[src/hdl/abd_pkg.sv]
// Shared types, constants and register map of the ambient backlight dimmer.
`timescale 1ns / 1ps

package abd_pkg;

  localparam int unsigned COUNT_WIDTH_DEF    = 16;
  localparam int unsigned DUTY_FRAC_BITS_DEF = 15;

  localparam int unsigned CFG_IDX_W  = 3;
  localparam int unsigned CFG_DATA_W = 16;
  localparam int unsigned WEIGHT_W   = 9;
  localparam int unsigned SPAN_W     = 5;
  localparam int unsigned DUTY_W     = 16;
  localparam int unsigned HOLD_W     = 8;
  localparam int unsigned FRAC_W     = 8;

  typedef enum logic [CFG_IDX_W-1:0] {
    REG_BRIGHT_LIMIT  = 3'd0,
    REG_FULL_LIMIT    = 3'd1,
    REG_DIM_OFFSET    = 3'd2,
    REG_DIM_SPAN_LOG2 = 3'd3,
    REG_MIN_DUTY      = 3'd4,
    REG_BRIGHT_HOLD   = 3'd5,
    REG_SMOOTH_WEIGHT = 3'd6
  } reg_idx_t;

  typedef enum logic [1:0] {
    MODE_RAMP = 2'd0,
    MODE_FULL = 2'd1,
    MODE_DARK = 2'd2
  } drive_mode_t;

  typedef struct packed {
    logic [15:0]         bright_limit;
    logic [15:0]         full_limit;
    logic [15:0]         dim_offset;
    logic [SPAN_W-1:0]   dim_span_log2;
    logic [DUTY_W-1:0]   min_duty;
    logic [HOLD_W-1:0]   bright_hold;
    logic [WEIGHT_W-1:0] smooth_weight;
  } cfg_t;

  localparam logic [15:0]         RST_BRIGHT_LIMIT  = 16'd26624;
  localparam logic [15:0]         RST_FULL_LIMIT    = 16'd1280;
  localparam logic [15:0]         RST_DIM_OFFSET    = 16'd128;
  localparam logic [SPAN_W-1:0]   RST_DIM_SPAN_LOG2 = 5'd10;
  localparam logic [DUTY_W-1:0]   RST_MIN_DUTY      = 16'd2621;
  localparam logic [HOLD_W-1:0]   RST_BRIGHT_HOLD   = 8'd24;
  localparam logic [WEIGHT_W-1:0] RST_SMOOTH_WEIGHT = 9'd87;

endpackage

[src/hdl/abd_cfg_regs.sv]
// Configuration register file of the ambient backlight dimmer.
`timescale 1ns / 1ps

module abd_cfg_regs (
  input  logic                           clk,
  input  logic                           rst_n,
  input  logic                           cfg_valid,
  output logic                           cfg_ready,
  input  logic [abd_pkg::CFG_IDX_W-1:0]  cfg_index,
  input  logic [abd_pkg::CFG_DATA_W-1:0] cfg_data,
  output abd_pkg::cfg_t                  cfg
);
  import abd_pkg::*;

  cfg_t cfg_r;

  assign cfg_ready = 1'b1;
  assign cfg       = cfg_r;

  always_ff @(posedge clk) begin
    if (!rst_n) begin
      cfg_r.bright_limit  <= RST_BRIGHT_LIMIT;
      cfg_r.full_limit    <= RST_FULL_LIMIT;
      cfg_r.dim_offset    <= RST_DIM_OFFSET;
      cfg_r.dim_span_log2 <= RST_DIM_SPAN_LOG2;
      cfg_r.min_duty      <= RST_MIN_DUTY;
      cfg_r.bright_hold   <= RST_BRIGHT_HOLD;
      cfg_r.smooth_weight <= RST_SMOOTH_WEIGHT;
    end else if (cfg_valid && cfg_ready) begin
      case (reg_idx_t'(cfg_index))
        REG_BRIGHT_LIMIT:  cfg_r.bright_limit  <= cfg_data;
        REG_FULL_LIMIT:    cfg_r.full_limit    <= cfg_data;
        REG_DIM_OFFSET:    cfg_r.dim_offset    <= cfg_data;
        REG_DIM_SPAN_LOG2: cfg_r.dim_span_log2 <= cfg_data[SPAN_W-1:0];
        REG_MIN_DUTY:      cfg_r.min_duty      <= cfg_data[DUTY_W-1:0];
        REG_BRIGHT_HOLD:   cfg_r.bright_hold   <= cfg_data[HOLD_W-1:0];
        REG_SMOOTH_WEIGHT: cfg_r.smooth_weight <= cfg_data[WEIGHT_W-1:0];
        default: ;
      endcase
    end
  end

endmodule

[src/hdl/abd_blend.sv]
// Bit-serial exponential blend unit: (x*w + old*(256-w) + 128) >> 8.
`timescale 1ns / 1ps

module abd_blend #(
  parameter int unsigned AVG_W = abd_pkg::COUNT_WIDTH_DEF + abd_pkg::FRAC_W
) (
  input  logic                         clk,
  input  logic                         rst_n,
  input  logic                         start,
  input  logic [AVG_W-1:0]             x_in,
  input  logic [AVG_W-1:0]             old_in,
  input  logic [abd_pkg::WEIGHT_W-1:0] weight,
  output logic                         done,
  output logic [AVG_W-1:0]             result
);
  import abd_pkg::*;

  // Two guard bits above the scaled old value hold the signed difference terms.
  localparam int unsigned PROD_W = AVG_W + FRAC_W + 2;
  localparam int unsigned STEP_W = $clog2(WEIGHT_W + 1);

  logic [PROD_W-1:0]   acc_r, acc_nxt;
  logic [PROD_W-1:0]   add_r, add_nxt;
  logic [WEIGHT_W-1:0] w_r, w_nxt, w_sat;
  logic [STEP_W-1:0]   step_r, step_nxt;
  logic                busy_r, busy_nxt;
  logic                done_r, done_nxt;

  // The product is rewritten as old*256 + (x - old)*w, so one weight bit is
  // consumed per cycle with a single add of the shifted difference.
  always_comb begin
    w_sat    = (weight > WEIGHT_W'(256)) ? WEIGHT_W'(256) : weight;
    acc_nxt  = acc_r;
    add_nxt  = add_r;
    w_nxt    = w_r;
    step_nxt = step_r;
    busy_nxt = busy_r;
    done_nxt = 1'b0;
    if (start) begin
      acc_nxt  = {2'b00, old_in, {FRAC_W{1'b0}}} + PROD_W'(128);
      add_nxt  = PROD_W'(x_in) - PROD_W'(old_in);
      w_nxt    = w_sat;
      step_nxt = STEP_W'(WEIGHT_W);
      busy_nxt = 1'b1;
    end else if (busy_r) begin
      if (w_r[0]) begin
        acc_nxt = acc_r + add_r;
      end
      add_nxt  = {add_r[PROD_W-2:0], 1'b0};
      w_nxt    = {1'b0, w_r[WEIGHT_W-1:1]};
      step_nxt = step_r - STEP_W'(1);
      if (step_r == STEP_W'(1)) begin
        busy_nxt = 1'b0;
        done_nxt = 1'b1;
      end
    end
  end

  always_ff @(posedge clk) begin
    if (!rst_n) begin
      busy_r <= 1'b0;
      done_r <= 1'b0;
      step_r <= '0;
    end else begin
      busy_r <= busy_nxt;
      done_r <= done_nxt;
      step_r <= step_nxt;
    end
  end

  always_ff @(posedge clk) begin
    acc_r <= acc_nxt;
    add_r <= add_nxt;
    w_r   <= w_nxt;
  end

  assign done   = done_r;
  assign result = acc_r[AVG_W+FRAC_W-1:FRAC_W];

endmodule

[src/hdl/abd_ramp.sv]
// Clamped linear dimming ramp computed from the light average.
`timescale 1ns / 1ps

module abd_ramp #(
  parameter int unsigned AVG_W          = abd_pkg::COUNT_WIDTH_DEF + abd_pkg::FRAC_W,
  parameter int unsigned DUTY_FRAC_BITS = abd_pkg::DUTY_FRAC_BITS_DEF
) (
  input  logic [AVG_W-1:0]           avg,
  input  logic [15:0]                dim_offset,
  input  logic [abd_pkg::SPAN_W-1:0] dim_span_log2,
  input  logic [abd_pkg::DUTY_W-1:0] min_duty,
  output logic [abd_pkg::DUTY_W-1:0] ramp
);
  import abd_pkg::*;

  localparam int unsigned EXT_W     = (AVG_W > 24) ? AVG_W : 24;
  localparam int unsigned SH_W      = EXT_W + DUTY_FRAC_BITS;
  localparam int unsigned FULL_INT  = (DUTY_FRAC_BITS >= 16) ? 65535 : (1 << DUTY_FRAC_BITS);
  localparam logic [DUTY_W-1:0] DUTY_FULL = DUTY_W'(FULL_INT);

  logic [EXT_W-1:0]  avg_ext, base_ext, diff;
  logic [SH_W-1:0]   shifted;
  logic [5:0]        amount;
  logic [DUTY_W-1:0] low;

  always_comb begin
    avg_ext  = EXT_W'(avg);
    base_ext = EXT_W'({dim_offset, {FRAC_W{1'b0}}});
    amount   = 6'(dim_span_log2) + 6'(FRAC_W);
    diff     = avg_ext - base_ext;
    if (avg_ext > base_ext) begin
      shifted = {diff, {DUTY_FRAC_BITS{1'b0}}} >> amount;
    end else begin
      shifted = '0;
    end
    low = (min_duty > DUTY_FULL) ? DUTY_FULL : min_duty;
    if (shifted > SH_W'(DUTY_FULL)) begin
      ramp = DUTY_FULL;
    end else if (shifted < SH_W'(low)) begin
      ramp = low;
    end else begin
      ramp = shifted[DUTY_W-1:0];
    end
  end

endmodule

[src/hdl/ambient_backlight_dimmer.sv]
// Top level of the ambient backlight dimmer: sequencer, state and result register.
//
//   channel | direction | beat accepted when        | payload
//   in      | input     | in_valid && in_ready      | in_light_count
//   out     | output    | out_valid && out_ready    | out_backlight_on, out_duty_value,
//           |           |                           | out_drive_mode
//   cfg     | input     | cfg_valid && cfg_ready    | cfg_index, cfg_data
//
// A result is computed from its input beat by the light blend, the ramp state and, on the
// dimming ramp only, the duty blend; a forced duty (full or dark) skips the second blend.
// The time a result takes is set by the nine-step bit-serial weight multiply of the shared
// blend unit, run once for the light average and once more for the duty average. Samples
// are handled one at a time; the next beat is taken while the previous result still waits
// in the output register. Reset is synchronous and clears all averages, the hold counter
// and the enable. A stalled output only holds the sequencer in its final step, and
// cfg_ready is always high.
`timescale 1ns / 1ps

module ambient_backlight_dimmer #(
  parameter int unsigned COUNT_WIDTH    = abd_pkg::COUNT_WIDTH_DEF,
  parameter int unsigned DUTY_FRAC_BITS = abd_pkg::DUTY_FRAC_BITS_DEF
) (
  input  logic                           clk,
  input  logic                           rst_n,
  input  logic                           in_valid,
  output logic                           in_ready,
  input  logic [COUNT_WIDTH-1:0]         in_light_count,
  output logic                           out_valid,
  input  logic                           out_ready,
  output logic                           out_backlight_on,
  output logic [abd_pkg::DUTY_W-1:0]     out_duty_value,
  output logic [1:0]                     out_drive_mode,
  input  logic                           cfg_valid,
  output logic                           cfg_ready,
  input  logic [abd_pkg::CFG_IDX_W-1:0]  cfg_index,
  input  logic [abd_pkg::CFG_DATA_W-1:0] cfg_data
);
  import abd_pkg::*;

  localparam int unsigned AVG_W    = COUNT_WIDTH + FRAC_W;
  localparam int unsigned EXT_W    = (AVG_W > 24) ? AVG_W : 24;
  localparam int unsigned FULL_INT = (DUTY_FRAC_BITS >= 16) ? 65535 : (1 << DUTY_FRAC_BITS);
  localparam logic [DUTY_W-1:0] DUTY_FULL = DUTY_W'(FULL_INT);

  typedef enum logic [4:0] {
    ST_IDLE = 5'b00001,
    ST_AVG  = 5'b00010,
    ST_RAMP = 5'b00100,
    ST_DUTY = 5'b01000,
    ST_OUT  = 5'b10000
  } state_t;

  cfg_t cfg;

  state_t            state_r, state_nxt;
  logic [AVG_W-1:0]  light_avg_r, light_avg_nxt;
  logic [DUTY_W-1:0] duty_avg_r, duty_avg_nxt;
  logic [8:0]        bright_cnt_r, bright_cnt_nxt;
  logic              enabled_r, enabled_nxt;
  drive_mode_t       mode_r, mode_nxt;

  logic              out_valid_r, out_valid_nxt;
  logic              out_on_r;
  logic [DUTY_W-1:0] out_duty_r;
  drive_mode_t       out_mode_r;
  logic              out_load;

  logic              blend_start, blend_done;
  logic [AVG_W-1:0]  blend_x, blend_old, blend_result;
  logic [DUTY_W-1:0] ramp;

  logic [EXT_W-1:0]  avg_ext;
  logic              is_bright, is_full;
  logic [8:0]        hold_top, cnt_inc;

  abd_cfg_regs u_cfg (
    .clk       (clk),
    .rst_n     (rst_n),
    .cfg_valid (cfg_valid),
    .cfg_ready (cfg_ready),
    .cfg_index (cfg_index),
    .cfg_data  (cfg_data),
    .cfg       (cfg)
  );

  abd_blend #(.AVG_W(AVG_W)) u_blend (
    .clk    (clk),
    .rst_n  (rst_n),
    .start  (blend_start),
    .x_in   (blend_x),
    .old_in (blend_old),
    .weight (cfg.smooth_weight),
    .done   (blend_done),
    .result (blend_result)
  );

  abd_ramp #(.AVG_W(AVG_W), .DUTY_FRAC_BITS(DUTY_FRAC_BITS)) u_ramp (
    .avg           (light_avg_r),
    .dim_offset    (cfg.dim_offset),
    .dim_span_log2 (cfg.dim_span_log2),
    .min_duty      (cfg.min_duty),
    .ramp          (ramp)
  );

  assign in_ready = (state_r == ST_IDLE);
  assign out_load = (state_r == ST_OUT) && (!out_valid_r || out_ready);

  always_comb begin
    avg_ext   = EXT_W'(light_avg_r);
    is_bright = avg_ext > EXT_W'({cfg.bright_limit, {FRAC_W{1'b0}}});
    is_full   = avg_ext > EXT_W'({cfg.full_limit, {FRAC_W{1'b0}}});
    hold_top  = {1'b0, cfg.bright_hold} + 9'd1;
    cnt_inc   = (bright_cnt_r < hold_top) ? bright_cnt_r + 9'd1 : bright_cnt_r;
  end

  // The blend unit is shared: the light average first, then the duty average.
  always_comb begin
    if (state_r == ST_IDLE) begin
      blend_x   = {in_light_count, {FRAC_W{1'b0}}};
      blend_old = light_avg_r;
    end else begin
      blend_x   = AVG_W'(ramp);
      blend_old = AVG_W'(duty_avg_r);
    end
  end

  always_comb begin
    state_nxt      = state_r;
    light_avg_nxt  = light_avg_r;
    duty_avg_nxt   = duty_avg_r;
    bright_cnt_nxt = bright_cnt_r;
    enabled_nxt    = enabled_r;
    mode_nxt       = mode_r;
    blend_start    = 1'b0;
    case (state_r)
      ST_IDLE: begin
        if (in_valid) begin
          blend_start = 1'b1;
          state_nxt   = ST_AVG;
        end
      end
      ST_AVG: begin
        if (blend_done) begin
          light_avg_nxt = blend_result;
          state_nxt     = ST_RAMP;
        end
      end
      ST_RAMP: begin
        if (is_bright) begin
          bright_cnt_nxt = cnt_inc;
          if (cnt_inc > {1'b0, cfg.bright_hold}) begin
            enabled_nxt  = 1'b0;
            duty_avg_nxt = '0;
            mode_nxt     = MODE_DARK;
          end else begin
            duty_avg_nxt = DUTY_FULL;
            mode_nxt     = MODE_FULL;
          end
          state_nxt = ST_OUT;
        end else begin
          bright_cnt_nxt = '0;
          enabled_nxt    = 1'b1;
          if (is_full) begin
            duty_avg_nxt = DUTY_FULL;
            mode_nxt     = MODE_FULL;
            state_nxt    = ST_OUT;
          end else begin
            mode_nxt    = MODE_RAMP;
            blend_start = 1'b1;
            state_nxt   = ST_DUTY;
          end
        end
      end
      ST_DUTY: begin
        if (blend_done) begin
          duty_avg_nxt = blend_result[DUTY_W-1:0];
          state_nxt    = ST_OUT;
        end
      end
      ST_OUT: begin
        if (out_load) begin
          state_nxt = ST_IDLE;
        end
      end
      default: state_nxt = ST_IDLE;
    endcase
  end

  always_comb begin
    out_valid_nxt = out_valid_r;
    if (out_load) begin
      out_valid_nxt = 1'b1;
    end else if (out_ready) begin
      out_valid_nxt = 1'b0;
    end
  end

  always_ff @(posedge clk) begin
    if (!rst_n) begin
      state_r      <= ST_IDLE;
      light_avg_r  <= '0;
      duty_avg_r   <= '0;
      bright_cnt_r <= '0;
      enabled_r    <= 1'b0;
      mode_r       <= MODE_RAMP;
      out_valid_r  <= 1'b0;
    end else begin
      state_r      <= state_nxt;
      light_avg_r  <= light_avg_nxt;
      duty_avg_r   <= duty_avg_nxt;
      bright_cnt_r <= bright_cnt_nxt;
      enabled_r    <= enabled_nxt;
      mode_r       <= mode_nxt;
      out_valid_r  <= out_valid_nxt;
    end
  end

  always_ff @(posedge clk) begin
    if (out_load) begin
      out_on_r   <= enabled_r;
      out_duty_r <= duty_avg_r;
      out_mode_r <= mode_r;
    end
  end

  assign out_valid        = out_valid_r;
  assign out_backlight_on = out_on_r;
  assign out_duty_value   = out_duty_r;
  assign out_drive_mode   = out_mode_r;

endmodule

[config.mk]
export PLATFORM = sky130hd
export DESIGN_NAME = ambient_backlight_dimmer
export DESIGN_NICKNAME = d
export VERILOG_FILES = /design/src/hdl/abd_pkg.sv /design/src/hdl/abd_cfg_regs.sv /design/src/hdl/abd_blend.sv /design/src/hdl/abd_ramp.sv /design/src/hdl/ambient_backlight_dimmer.sv
export SDC_FILE = /design/constraint.sdc
export NUM_CORES = 1
export LEC_CHECK = 0
export ABC_CLOCK_PERIOD_IN_PS = 15800
export BUFFER_PORTS_ARGS = -buffer_cell sky130_fd_sc_hd__buf_4
export CORE_UTILIZATION = 40
export CTS_BUF_LIST = sky130_fd_sc_hd__clkbuf_4 sky130_fd_sc_hd__clkbuf_8
export CTS_CLUSTER_SIZE = 20
export DETAILED_ROUTE_END_ITERATION = 10
export GPL_ROUTABILITY_DRIVEN = 0
export HOLD_SLACK_MARGIN = 0.1
export PLACE_DENSITY = 0.6
export SLEW_MARGIN = 5
export SYNTH_ARGS = -nofsm -noshare
export SYNTH_HDL_FRONTEND = slang
export SYNTH_SLANG_ARGS = --single-unit
export TNS_END_PERCENT = 50
[constraint.sdc]
create_clock -name clk -period 15.8 [get_ports clk]
set_input_delay 0.79 -clock clk [delete_from_list [all_inputs] [get_ports clk]]
set_output_delay 0.79 -clock clk [all_outputs]
set_load 0.01 [all_outputs]
After elaboration in Yosys (flattened, before gate mapping). Index checks and enable logic that the tools add are counted.

Bits in registers: 246. Latch bits: 0. Memory bits (writable): 0. Bits in read-only memories: 0. Bits of input ports: 40. Output and inout bits: 22. Memories kept: 0.

Add/subtract/negate cells: 8. Multipliers: 0. Div/mod/pow operators: 0. Magnitude comparators: 9. Eq/ne operators: 18. Shifts and indexed selects: 1. Multiplexer cells: 45. Bitwise operators: 2. Reduce and logical (&&, ||, !) cells: 22.

Operators by type and width (count): $mux W34 (5); $mux W16 (7); $gt A24 B24 Y1 (3); $mux W24 (2); $mux W9 (5); $gt A39 B16 Y1 const B (1); $lt A39 B16 Y1 (1); $mux W39 (1); $shr A39 B6 Y39 (1); $add A34 B34 Y34 (1); $add A32 B8 Y33 const B (1); $pmux W16 S2 (1); $mux W5 (6); $pmux W5 S5 (1); $sub A24 B24 Y25 (1); $sub A24 B24 Y24 (1); $reduce_and A2 Y1 (10); $gt A16 B16 Y1 const B (1); $mux W1 (12); $add A8 B1 Y9 const B (1); $add A9 B1 Y9 const B (1); $eq A3 B3 Y1 const B (3); $gt A9 B8 Y1 (1); $gt A9 B9 Y1 const B (1); 27 further kinds (37).

Logic depth before layout (Yosys ltp).
Depth after elaboration: 9. Mapped depth: 42. Depth with buffers taken out: 41.

Modules after synthesis. From an unflattened synthesis, not the netlist that was laid out.

Cells, all modules: 2201. Area, all modules: 18270.0 um^2.

By module, submodules not included: abd_blend (instances 1, cells an instance 690, area each 6394.9 um^2, sequential area each 2312.2 um^2); ambient_backlight_dimmer (instances 1, cells an instance 609, area each 4890.9 um^2, sequential area each 1731.7 um^2); abd_ramp (instances 1, cells an instance 577, area each 3619.7 um^2, sequential area each 0.0 um^2); abd_cfg_regs (instances 1, cells an instance 325, area each 3364.5 um^2, sequential area each 1721.7 um^2).

Least setup slack after synthesis. OpenSTA, ideal clock, no wires.

Kind: register to register. Start point: register light_avg_r[8] (netlist: avg_ext[8]). End point: register u_blend.add_r[24] (data pin). Library setup time: 0.135 ns. Arrival: 7.948 ns. Slack: 7.717 ns. Stages on the path, launching flop included: 42. Cells stage by stage: dfxtp_1 inv_1 ha_1 fa_1 nor2b_1 o2111ai_1 a21o_1 xnor2_1 mux4_2 a21oi_1 a21oi_1 a221oi_1 inv_1 ha_1 a21o_1 a21oi_1 nor2b_1 o21ai_0 [... 6 more ...] o211ai_4 clkbuf_1 nor2b_1 nor3_1 ha_1 nor2b_1 o21ai_0 a21boi_0 o21ai_0 a21oi_1 o21ai_0 a21boi_0 o2111ai_1 a31oi_1 a31oi_1 o21bai_1 a2111oi_1 a21o_1.

Cells in the longest elaborated chain, start to end: 9. Elaborated cells on any way between the ends: 17. Classes of those cells: add/sub (2); order compare (5); shift (1); mux (9).

Ends and longest elaborated chain: from (decl) (line ambient_backlight_dimmer.sv:56) `logic [AVG_W-1:0] light_avg_r, light_avg_nxt;`; from (signal assigned) (line ambient_backlight_dimmer.sv:209) `light_avg_r <= light_avg_nxt;`; $sub A24 B24 Y24 (line abd_ramp.sv:30) `diff = avg_ext - base_ext;`; $shr A39 B6 Y39 (line abd_ramp.sv:32) `shifted = {diff, {DUTY_FRAC_BITS{1'b0}}} >> amount;`; $mux W39 (line abd_ramp.sv:31) `if (avg_ext > base_ext) begin`; $lt A39 B16 Y1 (line abd_ramp.sv:39) `end else if (shifted < SH_W'(low)) begin`; $mux W16 (line abd_ramp.sv:39); $mux W16 (line abd_ramp.sv:37) `if (shifted > SH_W'(DUTY_FULL)) begin`; $mux W24 (line ambient_backlight_dimmer.sv:118) `if (state_r == ST_IDLE) begin`; $sub A24 B24 Y25 (line abd_blend.sv:41) `add_nxt = PROD_W'(x_in) - PROD_W'(old_in);`; $mux W34 * (line abd_blend.sv:39) `if (start) begin`; via u_blend.add_nxt[24] (line abd_blend.sv:23) `logic [PROD_W-1:0] add_r, add_nxt;`; to (signal assigned) (line abd_blend.sv:73) `add_r <= add_nxt;`; to (decl) (line abd_blend.sv:23).

Mark *: on every way through the listed nets, which the timed path passes. The rest lies on a longest branch. A chain may end at the register's enable or synchronous reset.

Final worst setup path.
Start point: register light_avg_r[8] (netlist: avg_ext[8]). End point: register u_blend.add_r[30] (data pin).

Same word-level chain as after synthesis.

==> summary.md <==
| Metric | Value |
|---|---|
| Fin. Hold Viols | `0` |
| Area of the mapped netlist | `around 17000 um^2` |
| Synthesized area per cell | `~8.3 um^2` |
| Avg WL per Cell | `between 15 and 20 um` |
| Prevailing post-synth register cell | `dfxtp_1` |
| Clock Sinks | `about 240` |
| Fin. max-slew vios | `0` |
| Crit path largest cell delay | `~0.50 ns` |
| Sw frac | `0.347` |
| Drt drc | `0` |
| Antenna-violating nets left | `0` |
| Power Dens Cells | `114 nW/um^2` |
| CP delay by family, top | `compound AO/OA/AOI/OAI gates` |
| Post-route setup TNS | `0 ns` |
| GRT overflow | `0` |
| Die height | `209 um` |
| RSZ-0062 raised after global routing | `false` |
| First-pass GRT wire length | `~80000 um` |
| Register-to-Register Path Depth | `41` |
| Longest Clk Path Bufs | `3` |
| Final design utilization | `0.449` |
| Crit path required time | `around 16 ns` |
| Initial Utilization | `0.406` |
| CTS buffer count | `44` |
| Port Buffer Count | `60` |
| Mapped Cells | `2059` |
| Synth Area in Simple Gates | `0.213` |
| Share of the yosys chip area belonging to registers | `0.338` |
| Seq pwr share | `0.375` |
| DP Wirelength | `between 30000 and 40000 um` |
| Most frequent cells in the layout | `363 x nand2_1, 150 x dfxtp_1, 139 x ha_1` |
| Reg2reg start | `avg_ext[8]` |
| Post-Synth XOR/XNOR Area | `0.0339` |
| Hold Path End | `out_drive_mode[1]` |
| Initial antenna violation count | `0` |
| Synthesis-to-finish area growth | `10.5%` |
| Largest net degree at the start of global routing | `119` |
| Seq cells post-synth | `approximately 240` |
| Hold WC Path Type | `reg2reg` |
| DRT iter0 DRCs | `about 1000` |
| Least-Margin Pin Slew | `between 1 and 1.5 ns` |
| R2r setup slk | `approximately 6.4 ns` |
| Yosys warning total | `0` |
| CP max FO | `26` |
| Synth Area in Compound Gates | `0.216` |
| Crit path buf inv count | `3` |
| Fraction of synthesized area in multiplexers | `0.0479` |
| Final WL | `roughly 50000 um` |
| Count of cell types in the netlist | `86` |
| Vias in the first global route | `14400` |
| # Max-Cap Violations | `0` |
| Hold Path Origin | `mode_r[1]` |
| First drt pass iteration count | `5` |
| Synth Net Count | `roughly 2200` |
| Post-synth top area share | `0.176` |
| Die area | `around 44000 um^2` |
| Top cells by area, synth | `dfxtp_1 18%, edfxtp_1 16%, ha_1 10%` |
| Critical-path top delay cell | `o211ai_1` |
| Crit path kind | `reg2reg` |
| Synth Area in Adders | `0.105` |
| Layout Nets | `between 2000 and 2500` |
| Max VDD drop | `about 0.056 mV` |
| Max_slew headroom | `0.177` |
| Clock transition at path regs | `0.06 ns` |
| ANT cells | `0` |
| Commonest non-fill, non-tap cell in the layout | `nand2_1` |
| Fmax | `~0.11 GHz` |
| Min Tclk post-route | `roughly 9.4 ns` |
| Outcome | `completed` |
| Skew final | `between 0.05 and 0.06 ns` |
| Horiz. Die Dim | `approximately 210 um` |
| Final worst path period share | `0.593` |
| NetSw | `747 uW` |
| Final setup vio count | `0` |
| Via Count | `~15000` |
| Post-cts repair resize count | `0` |
| # Post-CTS Setup Buffers | `0` |
| CTS tree | `built` |
| Hold_buf cts | `0` |
| Worst Hold Path Cells | `0` |
| Synth area leader | `dfxtp_1` |
| Rows | `between 70 and 80` |
| GRT Total Usage | `0.230` |
| Critical path endpoint category | `register` |
| Startpoint types | `register` |
| Clock latency on the worst-skew pair | `0.63 ns` |
| CORE AREA | `42000 um^2` |
| Post-synth ARST share | `0` |
| H-tree levels | `2` |
| Worst path arrival time | `just under 10 ns` |
| Post-synth EDFFs | `between 90 and 100` |
| Clock Tree Root | `clkbuf_8` |
| Largest family of logic cells by synthesized area | `compound AO/OA/AOI/OAI gates` |
| Vias per std cell | `approximately 5.7` |
| Clock power frac | `0.295` |
| Lkg Pwr | `between 7 and 8 nW` |
| Worst reg2reg endpoint | `u_blend.add_r[30]` |
| Internal | `about 1.4 mW` |
| Share of post-route cells with drive strength above 1 | `0.0966` |
| Combinational fraction of design power | `0.330` |
| # IOs | `62` |
-- cells in the mapped netlist, types with 9 or more instances --
library cell / n
inv_1: 97
xnor2_1: 45
nor2b_1: 38
and2_1: 23
or2_2: 11
o31ai_1: 19
a31oi_1: 14
nor3_1: 32
mux2i_1: 51
nand4_1: 29
nand2b_1: 30
edfxtp_1: 92
nand2_1: 364
and3_1: 15
a21boi_0: 118
a21o_1: 43
o211ai_1: 16
or3_1: 9
xor2_1: 21
buf_1: 10
nor2_1: 129
o21ai_0: 88
nand3_1: 69
o21a_1: 32
mux2_2: 13
clkbuf_1: 82
ha_1: 139
nor4_1: 11
a211oi_1: 14
dfxtp_1: 150
a21oi_1: 118
-- cells by family after synthesis --
kind of cell,Yosys count
AO/OA/AOI/OAI,546
XOR/XNOR,66
adder cells (fa/ha/maj),142
buffers and inverters,201
flip-flops,242
multiplexers,71
other,1
AND/OR/NAND/NOR,790
-- worst register-to-register path, delay by kind of cell (launching register included) --
family,cells,cell delay [ns]
adders and majority gates,4,1.43
and+or+nand+nor,8,1.06
muxes,2,0.35
buffers and inverters,3,0.45
DFF,1,0.36
AOI/OAI and AO/OA,24,5.47
-- state kept, by name, indices dropped and copies added, names as in the netlist, 2 cells and up --
name            cells
u_blend.step_r      4
mode_r              2
out_duty_value     16
out_drive_mode      2
u_blend.acc_r      32
state_r             5
avg_ext            24
u_cfg.cfg          86
u_blend.add_r      32
duty_avg_r         16
bright_cnt_r        9
u_blend.w_r         9
-- final cells by class --
type	count	area, um^2
clock buffers	62	778
flip-flops and latches	242	5770
inverters	102	383
fillers	4189	23200
multi-input cells	1616	10600
well taps	539	674
clock inverters	16	149
repair buffers	74	556
-- worst max path at each step --
stage,depth (start not counted),end,start
2_1_floorplan,41,u_blend.add_r[24],avg_ext[8]
3_3_place_gp,41,u_blend.add_r[30],avg_ext[8]
3_5_place_dp,41,u_blend.add_r[25],avg_ext[8]
4_1_cts,41,u_blend.add_r[30],avg_ext[8]
5_1_grt,41,u_blend.add_r[30],avg_ext[8]
6_report,41,u_blend.add_r[30],avg_ext[8]
-- metal layers --
metal  share of wire  global-route usage  vias to the layer above  wire [um]
met5               0                   0                        -          0
met4           0.029              0.0806                        0       1480
met3           0.060              0.0355                       99       3070
met2            0.46               0.377                      489      23500
met1            0.45               0.308                     7218      22800
li1                -                   -                     7399          -
-- power groups by stage --
| stage | Sequential [mW] | Combinational [mW] | Clock (mW) |
|---|---|---|---|
| 3_3_place_gp | 0.820 | 0.685 | 0 |
| 6_report | 0.808 | 0.711 | 0.635 |
| 2_1_floorplan | 0.793 | 0.548 | 0 |
| 5_1_grt | 0.815 | 0.790 | 0.674 |
| 4_1_cts | 0.808 | 0.706 | 0.651 |
| 3_5_place_dp | 0.821 | 0.700 | 0 |
-- per-stage QoR --
step / worst slack (ns) / std cells / area [um^2] / hold WS (ns) / power (mW)
2_1_floorplan: 7.72 / 2059 / 17100 / 0.402 / 1.34
3_3_place_gp: 6.98 / 2573 / 17900 / 0.421 / 1.51
3_5_place_dp: 6.62 / 2573 / 17900 / 0.422 / 1.52
4_1_cts: 6.58 / 2651 / 18900 / 0.409 / 2.16
5_1_grt: 5.85 / 2651 / 18900 / 0.426 / 2.28
6_report: 6.43 / 2651 / 18900 / 0.431 / 2.15
No activity file was read; power rests on OpenSTA's default activity.
